### src/rtl/core/hsvrgb_pkg.sv
// ----------------------------------------------------------------------------
// hsvrgb_pkg
// Shared widths, constants and types for the HSV to RGB color converter.
// ----------------------------------------------------------------------------
package hsvrgb_pkg;

  localparam int HUE_BITS     = 16;
  localparam int CHANNEL_BITS = 8;

  // Channel code that stands for 1.0
  localparam int CH_MAX = (1 << CHANNEL_BITS) - 1;

  // Hue weight k ranges over 0 .. 2^HUE_BITS inclusive
  localparam int K_W    = HUE_BITS + 1;
  localparam int SCL_W  = HUE_BITS + 3;           // 6 * hue
  localparam int PROD_W = CHANNEL_BITS + K_W;     // sat * k
  localparam int NUM_W  = CHANNEL_BITS + HUE_BITS; // M * D - sat * k
  localparam int P_W    = CHANNEL_BITS + NUM_W;   // val * num
  localparam int X_W    = 2 * CHANNEL_BITS;       // val * num / D
  localparam int EST_W  = 3 * CHANNEL_BITS + 1;   // x * (M + 2)

  localparam logic [NUM_W-1:0] DEN      = NUM_W'(CH_MAX) << HUE_BITS;
  localparam logic [K_W-1:0]   K_FULL   = K_W'(1) << HUE_BITS;
  localparam logic [K_W-1:0]   K_ZERO   = '0;
  localparam logic [X_W-1:0]   X_CHMAX  = X_W'(CH_MAX);
  localparam logic [EST_W-1:0] RECIP    = EST_W'(CH_MAX + 2);

  // Cycles from an accepted start to the result strobe
  localparam int LATENCY = 5;

  // Six color sectors of the hue circle
  typedef enum logic [2:0] {
    SEC_RED_YEL = 3'd0,
    SEC_YEL_GRN = 3'd1,
    SEC_GRN_CYN = 3'd2,
    SEC_CYN_BLU = 3'd3,
    SEC_BLU_MAG = 3'd4,
    SEC_MAG_RED = 3'd5
  } sector_t;

  // Per-channel hue weights plus the pixel's saturation and value
  typedef struct packed {
    logic [K_W-1:0]          kr;
    logic [K_W-1:0]          kg;
    logic [K_W-1:0]          kb;
    logic [CHANNEL_BITS-1:0] sat;
    logic [CHANNEL_BITS-1:0] val;
  } weights_t;

endpackage

### src/rtl/core/hsvrgb_sector.sv
// ----------------------------------------------------------------------------
// hsvrgb_sector
// Stage 1: split hue into sector and fraction, pick per-channel weights.
// ----------------------------------------------------------------------------
module hsvrgb_sector (
  input  logic                                 clk,
  input  logic [hsvrgb_pkg::HUE_BITS-1:0]      hue_i,
  input  logic [hsvrgb_pkg::CHANNEL_BITS-1:0]  sat_i,
  input  logic [hsvrgb_pkg::CHANNEL_BITS-1:0]  val_i,
  output hsvrgb_pkg::weights_t                 wgt_o
);

  logic [hsvrgb_pkg::SCL_W-1:0]    scaled;
  hsvrgb_pkg::sector_t             sector;
  logic [hsvrgb_pkg::K_W-1:0]      frac;
  logic [hsvrgb_pkg::K_W-1:0]      rfrac;
  hsvrgb_pkg::weights_t            wgt_nxt;
  hsvrgb_pkg::weights_t            wgt_r;

  // 6 * hue as two shifted adds
  assign scaled = (hsvrgb_pkg::SCL_W'(hue_i) << 2) + (hsvrgb_pkg::SCL_W'(hue_i) << 1);
  assign sector = hsvrgb_pkg::sector_t'(scaled[hsvrgb_pkg::SCL_W-1:hsvrgb_pkg::HUE_BITS]);
  assign frac   = hsvrgb_pkg::K_W'(scaled[hsvrgb_pkg::HUE_BITS-1:0]);
  assign rfrac  = hsvrgb_pkg::K_FULL - frac;

  always_comb begin
    wgt_nxt.sat = sat_i;
    wgt_nxt.val = val_i;
    unique case (sector)
      hsvrgb_pkg::SEC_RED_YEL: begin
        wgt_nxt.kr = hsvrgb_pkg::K_ZERO;
        wgt_nxt.kg = rfrac;
        wgt_nxt.kb = hsvrgb_pkg::K_FULL;
      end
      hsvrgb_pkg::SEC_YEL_GRN: begin
        wgt_nxt.kr = frac;
        wgt_nxt.kg = hsvrgb_pkg::K_ZERO;
        wgt_nxt.kb = hsvrgb_pkg::K_FULL;
      end
      hsvrgb_pkg::SEC_GRN_CYN: begin
        wgt_nxt.kr = hsvrgb_pkg::K_FULL;
        wgt_nxt.kg = hsvrgb_pkg::K_ZERO;
        wgt_nxt.kb = rfrac;
      end
      hsvrgb_pkg::SEC_CYN_BLU: begin
        wgt_nxt.kr = hsvrgb_pkg::K_FULL;
        wgt_nxt.kg = frac;
        wgt_nxt.kb = hsvrgb_pkg::K_ZERO;
      end
      hsvrgb_pkg::SEC_BLU_MAG: begin
        wgt_nxt.kr = rfrac;
        wgt_nxt.kg = hsvrgb_pkg::K_FULL;
        wgt_nxt.kb = hsvrgb_pkg::K_ZERO;
      end
      default: begin
        // Magenta sector; hue below a full turn never goes past it
        wgt_nxt.kr = hsvrgb_pkg::K_ZERO;
        wgt_nxt.kg = hsvrgb_pkg::K_FULL;
        wgt_nxt.kb = frac;
      end
    endcase
  end

  always_ff @(posedge clk) begin
    wgt_r <= wgt_nxt;
  end

  assign wgt_o = wgt_r;

endmodule

### src/rtl/core/hsvrgb_divm.sv
// ----------------------------------------------------------------------------
// hsvrgb_divm
// Stages 4-5: floor divide by the full-scale channel code M = 2^C - 1.
// ----------------------------------------------------------------------------
module hsvrgb_divm (
  input  logic                                 clk,
  input  logic [hsvrgb_pkg::X_W-1:0]           x_i,
  output logic [hsvrgb_pkg::CHANNEL_BITS-1:0]  q_o
);

  localparam int CB = hsvrgb_pkg::CHANNEL_BITS;

  logic [hsvrgb_pkg::EST_W-1:0] scaled;
  logic [CB-1:0]                est_nxt;
  logic [CB-1:0]                est_r;
  logic [hsvrgb_pkg::X_W-1:0]   x_r;
  logic [hsvrgb_pkg::X_W-1:0]   back;
  logic [hsvrgb_pkg::X_W-1:0]   rem;
  logic [CB-1:0]                q_nxt;
  logic [CB-1:0]                q_r;

  // Reciprocal estimate x * (M + 2) / 2^2C: exact or one short
  assign scaled  = hsvrgb_pkg::EST_W'(x_i) * hsvrgb_pkg::RECIP;
  assign est_nxt = scaled[2*CB +: CB];

  always_ff @(posedge clk) begin
    est_r <= est_nxt;
    x_r   <= x_i;
  end

  // est * M as shift and subtract, then bump when the remainder reaches M
  assign back  = (hsvrgb_pkg::X_W'(est_r) << CB) - hsvrgb_pkg::X_W'(est_r);
  assign rem   = x_r - back;
  assign q_nxt = (rem >= hsvrgb_pkg::X_CHMAX) ? est_r + CB'(1) : est_r;

  always_ff @(posedge clk) begin
    q_r <= q_nxt;
  end

  assign q_o = q_r;

endmodule

### src/rtl/core/hsvrgb_lane.sv
// ----------------------------------------------------------------------------
// hsvrgb_lane
// Stages 2-5 of one color channel: val * (M*D - sat*k) / (M*D), floored.
// ----------------------------------------------------------------------------
module hsvrgb_lane (
  input  logic                                 clk,
  input  logic [hsvrgb_pkg::K_W-1:0]           k_i,
  input  logic [hsvrgb_pkg::CHANNEL_BITS-1:0]  sat_i,
  input  logic [hsvrgb_pkg::CHANNEL_BITS-1:0]  val_i,
  output logic [hsvrgb_pkg::CHANNEL_BITS-1:0]  code_o
);

  logic [hsvrgb_pkg::PROD_W-1:0]       prod;
  logic [hsvrgb_pkg::NUM_W-1:0]        num_nxt;
  logic [hsvrgb_pkg::NUM_W-1:0]        num_r;
  logic [hsvrgb_pkg::CHANNEL_BITS-1:0] val_r;
  logic [hsvrgb_pkg::P_W-1:0]          pix;
  logic [hsvrgb_pkg::X_W-1:0]          x_nxt;
  logic [hsvrgb_pkg::X_W-1:0]          x_r;

  // Stage 2: sat * k never exceeds M * D, so the numerator fits NUM_W
  assign prod    = hsvrgb_pkg::PROD_W'(sat_i) * hsvrgb_pkg::PROD_W'(k_i);
  assign num_nxt = hsvrgb_pkg::DEN - prod[hsvrgb_pkg::NUM_W-1:0];

  always_ff @(posedge clk) begin
    num_r <= num_nxt;
    val_r <= val_i;
  end

  // Stage 3: scale by val and drop the hue denominator
  assign pix   = hsvrgb_pkg::P_W'(val_r) * hsvrgb_pkg::P_W'(num_r);
  assign x_nxt = pix[hsvrgb_pkg::HUE_BITS +: hsvrgb_pkg::X_W];

  always_ff @(posedge clk) begin
    x_r <= x_nxt;
  end

  hsvrgb_divm u_divm (
    .clk (clk),
    .x_i (x_r),
    .q_o (code_o)
  );

endmodule

### src/rtl/core/hsv_to_rgb.sv
// ----------------------------------------------------------------------------
// hsv_to_rgb
// Six-sector HSV to 8-bit RGB converter, exact floor(255 * intensity).
// ----------------------------------------------------------------------------
// Result: an accepted start yields one out_valid strobe at the end of the pipeline.
// Throughput: one pixel per cycle; the five-stage pipeline never stalls and
//   the receiver cannot hold results off, so busy stays low after reset.
// Reset: synchronous, active low; drops every item in flight and holds busy
//   high up to the first cycle after rst_n rises.
// ----------------------------------------------------------------------------
module hsv_to_rgb (
  input  logic                                 clk,
  input  logic                                 rst_n,
  input  logic                                 start,
  output logic                                 busy,
  input  logic [hsvrgb_pkg::HUE_BITS-1:0]      in_hue,
  input  logic [hsvrgb_pkg::CHANNEL_BITS-1:0]  in_sat,
  input  logic [hsvrgb_pkg::CHANNEL_BITS-1:0]  in_val,
  output logic                                 out_valid,
  output logic [hsvrgb_pkg::CHANNEL_BITS-1:0]  out_red,
  output logic [hsvrgb_pkg::CHANNEL_BITS-1:0]  out_green,
  output logic [hsvrgb_pkg::CHANNEL_BITS-1:0]  out_blue
);

  logic                              busy_r;
  logic                              busy_nxt;
  logic [hsvrgb_pkg::LATENCY-1:0]    vld_r;
  logic [hsvrgb_pkg::LATENCY-1:0]    vld_nxt;
  logic                              take;
  hsvrgb_pkg::weights_t              wgt;

  // A transfer on the input side: start while not busy
  assign take = start && !busy_r;

  // Hold busy through reset, release it once reset is gone
  assign busy_nxt = 1'b0;

  // Advance valid bits alongside the data stages, one bit per stage
  assign vld_nxt = {vld_r[hsvrgb_pkg::LATENCY-2:0], take};

  always_ff @(posedge clk) begin
    if (!rst_n) begin
      busy_r <= 1'b1;
      vld_r  <= '0;
    end else begin
      busy_r <= busy_nxt;
      vld_r  <= vld_nxt;
    end
  end

  // Stage 1: sector split and weight selection
  hsvrgb_sector u_sector (
    .clk   (clk),
    .hue_i (in_hue),
    .sat_i (in_sat),
    .val_i (in_val),
    .wgt_o (wgt)
  );

  // Stages 2-5: one arithmetic lane per color channel
  hsvrgb_lane u_lane_red (
    .clk    (clk),
    .k_i    (wgt.kr),
    .sat_i  (wgt.sat),
    .val_i  (wgt.val),
    .code_o (out_red)
  );

  hsvrgb_lane u_lane_green (
    .clk    (clk),
    .k_i    (wgt.kg),
    .sat_i  (wgt.sat),
    .val_i  (wgt.val),
    .code_o (out_green)
  );

  hsvrgb_lane u_lane_blue (
    .clk    (clk),
    .k_i    (wgt.kb),
    .sat_i  (wgt.sat),
    .val_i  (wgt.val),
    .code_o (out_blue)
  );

  // The last valid bit marks the single cycle a result transfer is shown
  assign out_valid = vld_r[hsvrgb_pkg::LATENCY-1];
  assign busy      = busy_r;

endmodule

### config.mk
export PLATFORM = sky130hd
export DESIGN_NAME = hsv_to_rgb
export DESIGN_NICKNAME = d
export VERILOG_FILES = /design/src/rtl/core/hsvrgb_pkg.sv /design/src/rtl/core/hsvrgb_sector.sv /design/src/rtl/core/hsvrgb_divm.sv /design/src/rtl/core/hsvrgb_lane.sv /design/src/rtl/core/hsv_to_rgb.sv
export SDC_FILE = /design/constraint.sdc
export NUM_CORES = 2
export LEC_CHECK = 0
export ABC_AREA = 1
export BUFFER_PORTS_ARGS = -buffer_cell sky130_fd_sc_hd__buf_2
export CAP_MARGIN = 20
export CORE_AREA = 2 2 340 342
export DETAILED_ROUTE_END_ITERATION = 10
export DIE_AREA = 0 0 342 344
export PLACE_DENSITY_LB_ADDON = 0.12
export SLEW_MARGIN = 0
export SYNTH_ARGS = -nofsm -noshare
export SYNTH_HDL_FRONTEND = slang
export SYNTH_SLANG_ARGS = --single-unit
### constraint.sdc
create_clock -name clk -period 4.56 [get_ports clk]
set_input_delay 0.684 -clock clk [delete_from_list [all_inputs] [get_ports clk]]
set_output_delay 0.684 -clock clk [all_outputs]
set_load 0.05 [all_outputs]
## Word level (Yosys, flattened, before mapping)

Index checks and enable logic that the tools add are counted.

| word-level totals | value |
|---|---|
| register bits | 297 |
| input port bits | 35 |
| word-level logic and storage cells | 61 |

| operators by class | value |
|---|---|
| add/subtract/negate cells | 14 |
| multipliers | 9 |
| $lt $le $gt $ge | 3 |
| equality and inequality tests | 4 |
| muxes and demuxes | 5 |
| reduce and logical (&&, ||, !) cells | 3 |

Operators with widths:

| operator | count |
|---|---|
| $pmux 51 s5 | 1 |
| $mul 8x24->32 | 3 |
| $mul 16x9->24 const B | 3 |
| $mul 8x17->24 | 3 |
| $sub 24x24->24 const A | 3 |
| $ge 16x8->1 const B | 3 |
| $sub 16x16->16 | 3 |
| $sub 16x8->16 | 3 |
| $add 8x1->8 const B | 3 |
| $mux 8 | 3 |
| $add 18x17->19 | 1 |
| $sub 17x16->17 const A | 1 |
| $eq 3x2->1 const B | 2 |
| $eq 3x1->1 const B | 1 |
| $eq 3x3->1 const B | 1 |
| $logic_not 3->1 | 1 |
| $logic_and 1x1->1 | 1 |
| $logic_not 1->1 | 1 |
| $mux 1 | 1 |

## Depth between registers and ports, before layout

| depth | value |
|---|---|
| word-level depth | 4 |
| gate-level depth with buffers | 24 |

## By module

A second synthesis with hierarchy kept.

| second synthesis, totals | value |
|---|---|
| cells, all modules | 6811 |
| area total of the unflattened synthesis | 48213.7 um^2 |

By module, submodules not included:

| module | times used | cells each | area an instance (um^2) |
|---|---|---|---|
| hsvrgb_lane at u_lane_blue | 1 | 1732 | 12236.7 |
| hsvrgb_lane at u_lane_red | 1 | 1713 | 12144.1 |
| hsvrgb_lane at u_lane_green | 1 | 1706 | 12135.4 |
| hsvrgb_divm at u_lane_blue.u_divm ... | 2 | 393 | 2748.9 |
| hsvrgb_sector | 1 | 465 | 3294.4 |
| hsvrgb_divm at u_lane_red.u_divm | 1 | 392 | 2743.9 |
| hsv_to_rgb | 1 | 17 | 161.4 |

## Least setup slack after synthesis

No wires, ideal clock.

| timing | value |
|---|---|
| path kind | reg-to-reg |
| start | reg u_sector.wgt_r, in the netlist u_sector.wgt_o[10] |
| end | reg u_lane_blue.num_r[21] in the netlist's numbering |
| data arrival time | 4381 ps |
| data required time | 4448 ps |
| setup slack | 67 ps |
| cell stages (with the launch flop) | 20 |
| buffers on the path | 2 |
| clock period less this slack | 4493 ps |
| cells stage by stage | dfxtp_1 clkbuf_1 buf_1 nand2_1 fa_1 inv_1 fa_1 fa_1 fa_1 inv_1 ha_1 a21o_1 a31oi_1 nand2_1 a21oi_1 o21bai_1 nand2_1 nand2_1 nand2_1 nand2_1 |

| between the ends | value |
|---|---|
| cells in the longest elaborated chain, start to end | 2 |

Ends and longest elaborated chain:

| what | RTL line | text |
|---|---|---|
| start, declared | hsvrgb_sector.sv:18 | `hsvrgb_pkg::weights_t wgt_r;` |
| start signal, assigned | hsvrgb_sector.sv:65 | `wgt_r <= wgt_nxt;` |
| $mul 8x17->24 | hsvrgb_lane.sv:22 | `assign prod = hsvrgb_pkg::PROD_W'(sat_i) * hsvrgb_pkg::PROD_W'(k_i);` |
| $sub 24x24->24 | hsvrgb_lane.sv:23 | `assign num_nxt = hsvrgb_pkg::DEN - prod[hsvrgb_pkg::NUM_W-1:0];` |
| via u_lane_blue.num_nxt (one bit) | hsvrgb_lane.sv:14 | `logic [hsvrgb_pkg::NUM_W-1:0] num_nxt;` |
| end signal, assigned | hsvrgb_lane.sv:26 | `num_r <= num_nxt;` |
| end, declared | hsvrgb_lane.sv:15 | `logic [hsvrgb_pkg::NUM_W-1:0] num_r;` |

The timed path passes the listed nets, and every way through them passes these cells.
A chain may end at the register's enable or synchronous reset.

==> reports/qor.yml <==
clock_tree:
  clkTransAtPathRegs_ns: 0.07
  clockBufferDepth: 3
  insertion_delay_ns: 0.60
  numCtsBuffers: 39
  htreeDepth: 2
  root_buffer: "clkbuf_16"
  clkSinkCount: 291
  cts_tree: "yes"
setup_path:
  timing.critical_path.fanout_max: 13
  ff2ff_path_depth: 17
  critical_path_class: "reg2reg"
  cp-startpoint: "u_lane_blue.val_r[2]"
  r2r_slack_ns: 0.12
  critPathLaunchType: "flop"
  required_ns: 5.06
  crit_top_cell: "fa_1"
  r2r-start: "u_lane_blue.val_r[2]"
  timing.rr.end: "u_lane_green.x_r[14]"
  path_cells: "buf_12, buf_12, nand2_1, fa_1, inv_1, fa_1, fa_1, inv_1, fa_1, inv_1, ha_2, a21oi_1, o21ai_0, a21oi_1, nand2_1, a21oi_2, xor2_1"
  cp-end-kind: "flop"
  worst_path_largest_cell_delay_ns: 0.54
  crit_arrival_ns: 4.94
  cp_slowest_cell: "fa_1"
  worstSetupEndpoint: "u_lane_green.x_r[14]"
run_status:
  status: "complete, no violations"
synthesis:
  syn-num-nets: 7363
  ys_warn_count: 0
  yosys.cell_types.count: 61
  synth_cells: 6211
  yosysSeqAreaShare_pct: 12.9
  synthesis.area_um2: 45300
  async_flop_share_pct: 0
  ys.flop_type: "dfxtp_1"
  ys_ff_latch: 291
  avgSynthCellArea_um2: 7.29
  synth-edff-count: 0
floorplan:
  coreArea_um2: 114000
  fp.dieW_um: 342
  die_height_um: 344
  die_area_um2: 118000
  ios: 61
  rows: 124
  start_util_pct: 39.8
finish:
  area_delta_synth_final_pct: 10.2
  nNetsFinal: 7375
  drive_gt1_share_pct: 7.15
  n_fill_cell: 11800
placed_design:
  portBuffers: 60
  hpwlAfterDp_mm: 92.5
  place_congestion: 0.897
timing:
  fmax_ghz: 0.225
  rsz0062_at_grt: "true"
  slew_headroom_pct: 63.8
  tightestPinTransition_ns: 0.539
  hold_viol_final: 0
  worst_hold_slack_ns: 0.181
  min_period_ns: 4.44
  timing.final.crit_share_pct: 97.3
  finalSetupViolCount: 0
  clock_skew_ns: 0.0419
  slew_viol_final: 0
global_route:
  grt_pass1_wl_mm: 188
  gr-total-overflow: 0
  grt_pass1_vias: 37900
  grt_max_degree: 49
  antenna_found_initial: 1
  grtUsageTotal_pct: 19.4
routing:
  drtIter0Drc: 1577
  routed_via_density: 4.65
  drt_first_pass_iters: 7
  routedWlPerCell_um: 14.5
  routed_wl_mm: 112
  drc: 0
  antenna_left: 0
  num_vias: 36100
min_path:
  hold_class: "in2reg"
  min_from: "in_val[2]"
run:
  cap_violations: 0
flip-flops by register name (all words and copies together), names as in the netlist:
signal	flops
vld_r	5
u_sector.wgt_o	64
u_lane_green.x_r	16
u_lane_green.u_divm.x_r	16
u_lane_red.num_r	23
u_lane_green.num_r	23
u_lane_red.u_divm.est_r	8
u_lane_blue.x_r	16
u_lane_red.u_divm.q_o	8
u_lane_red.x_r	16
u_lane_blue.num_r	23
u_lane_blue.u_divm.x_r	16
u_lane_green.u_divm.est_r	8
busy	1
u_lane_green.u_divm.q_o	8
u_lane_blue.val_r	8
u_lane_blue.u_divm.q_o	8
u_lane_blue.u_divm.est_r	8
u_lane_red.u_divm.x_r	16
cell usage after synthesis, types with 6 or more instances:
cell / n / area share (%)
a21oi_2: 7 / 0.14
a21oi_1: 195 / 2.2
o22ai_2: 10 / 0.28
buf_1: 23 / 0.19
o21a_1: 8 / 0.13
a21o_1: 27 / 0.45
clkbuf_1: 83 / 0.69
a31oi_1: 19 / 0.26
xor2_1: 103 / 2.0
ha_1: 489 / 14
o22ai_1: 7 / 0.097
nand2_2: 14 / 0.19
nor2_1: 238 / 2.0
o21ai_2: 8 / 0.15
nand3_1: 185 / 2.0
fa_1: 628 / 28
o21ai_0: 105 / 1.2
o211ai_1: 14 / 0.23
nand3b_1: 17 / 0.28
clkbuf_2: 102 / 1.1
inv_2: 8 / 0.066
nor2_2: 9 / 0.12
inv_1: 1654 / 14
o21bai_1: 27 / 0.45
nor4_1: 12 / 0.17
nor3_1: 46 / 0.51
and2_1: 6 / 0.083
dfxtp_1: 291 / 13
xnor2_1: 50 / 0.97
nand2_1: 1690 / 14
o21ai_1: 9 / 0.099
nand4_1: 64 / 0.88
placed cells by master, fill, tap and decap left out, drive strengths merged, types with 2 or more instances in the layout:
| cell type | n |
|---|---|
| o211ai | 14 |
| and2 | 7 |
| clkinv | 13 |
| nand3b | 17 |
| a21o | 27 |
| fa | 628 |
| or2 | 2 |
| nand2 | 1707 |
| nor2 | 254 |
| xnor2 | 50 |
| o21a | 8 |
| ha | 489 |
| clkbuf | 58 |
| nor3b | 3 |
| nor3 | 48 |
| nor4 | 12 |
| inv | 1666 |
| and3 | 2 |
| o22ai | 17 |
| dfxtp | 291 |
| a21boi | 5 |
| nand4 | 64 |
| a21oi | 203 |
| nand3 | 192 |
| o21ai | 122 |
| a31oi | 19 |
| a211oi | 4 |
| buf | 181 |
| a221oi | 3 |
| xor2 | 103 |
| o221ai | 2 |
| o21bai | 27 |
| bufinv | 8 |
layout make-up:
cell class | count | area (µm²) | share of cell area, %
repair buffers | 188 | 1800 | 3.60
flip-flops and latches | 291 | 5860 | 11.7
well taps | 1512 | 1890 | 3.79
clock inverters | 20 | 323 | 0.647
clock buffers | 51 | 1100 | 2.21
diodes | 1 | 2.50 | 0.00501
inverters | 1667 | 6270 | 12.6
multi-input cells | 4036 | 32700 | 65.5
worst min path at each step:
stage                      endpoint  slack [ns]  cells past startpoint
3_5_place_dp   u_lane_blue.val_r[2]        0.31                      0
4_1_cts           u_sector.wgt_o[2]        0.13                      1
5_1_grt           u_sector.wgt_o[2]        0.15                      1
6_report          u_sector.wgt_o[2]        0.18                      1
2_1_floorplan  u_lane_blue.val_r[0]        0.31                      0
3_3_place_gp   u_lane_blue.val_r[2]        0.31                      0
per-stage QoR:
step	util [%]	instance area (µm²)	setup WS [ns]	TNS [ns]	cells
after CTS	43.2	49200	0.0318	0	7750
final	43.8	49900	0.124	0	7766
after global placement	41.9	47700	-0.0449	-0.0782	7679
after floorplan	-	45300	0.0667	0	6211
after detailed placement	41.9	47700	-0.0891	-0.106	7679
after global routing	43.8	49900	-0.0368	-0.171	7766
critical path, delay by kind of cell (launching register included):
kind	cells	cell delay, ns
AND/OR/NAND/NOR	2	0.17
AO/OA/AOI/OAI	4	0.72
flip-flops	1	0.44
adder cells (fa/ha/maj)	5	2.29
XOR/XNOR	1	0.19
buffers and inverters	5	0.48
logic make-up (layout without fill, tap and decap cells):
kind of cell	count (synthesis)	in the layout	synth area share, %
compound gates	458	458	6.01
simple gates	2308	2308	20.9
other cells	0	1	0
buf+inv	1884	1926	16.0
xor+xnor	153	153	2.96
fa+ha+maj	1117	1117	41.3
flops	291	291	12.9
layer usage:
layer	part of all wire, %	global-route usage (%)
met5	0	0
met4	2.2	4.31
met3	3.4	2.17
met2	46	33.1
met1	48	26.5
repair_timing:
item                                    in CTS  in global routing
setup buffers                                0                  8
gates resized for setup                      3                122
hold buffers                                 0                  0
cloned                                       0                  7
pin swaps                                    0                 14
endpoints found under the setup margin       5                 49
Power is left out: the tool's default activity adds up to more than one toggle a clock period on the data nets, which glitch-free logic cannot reach.
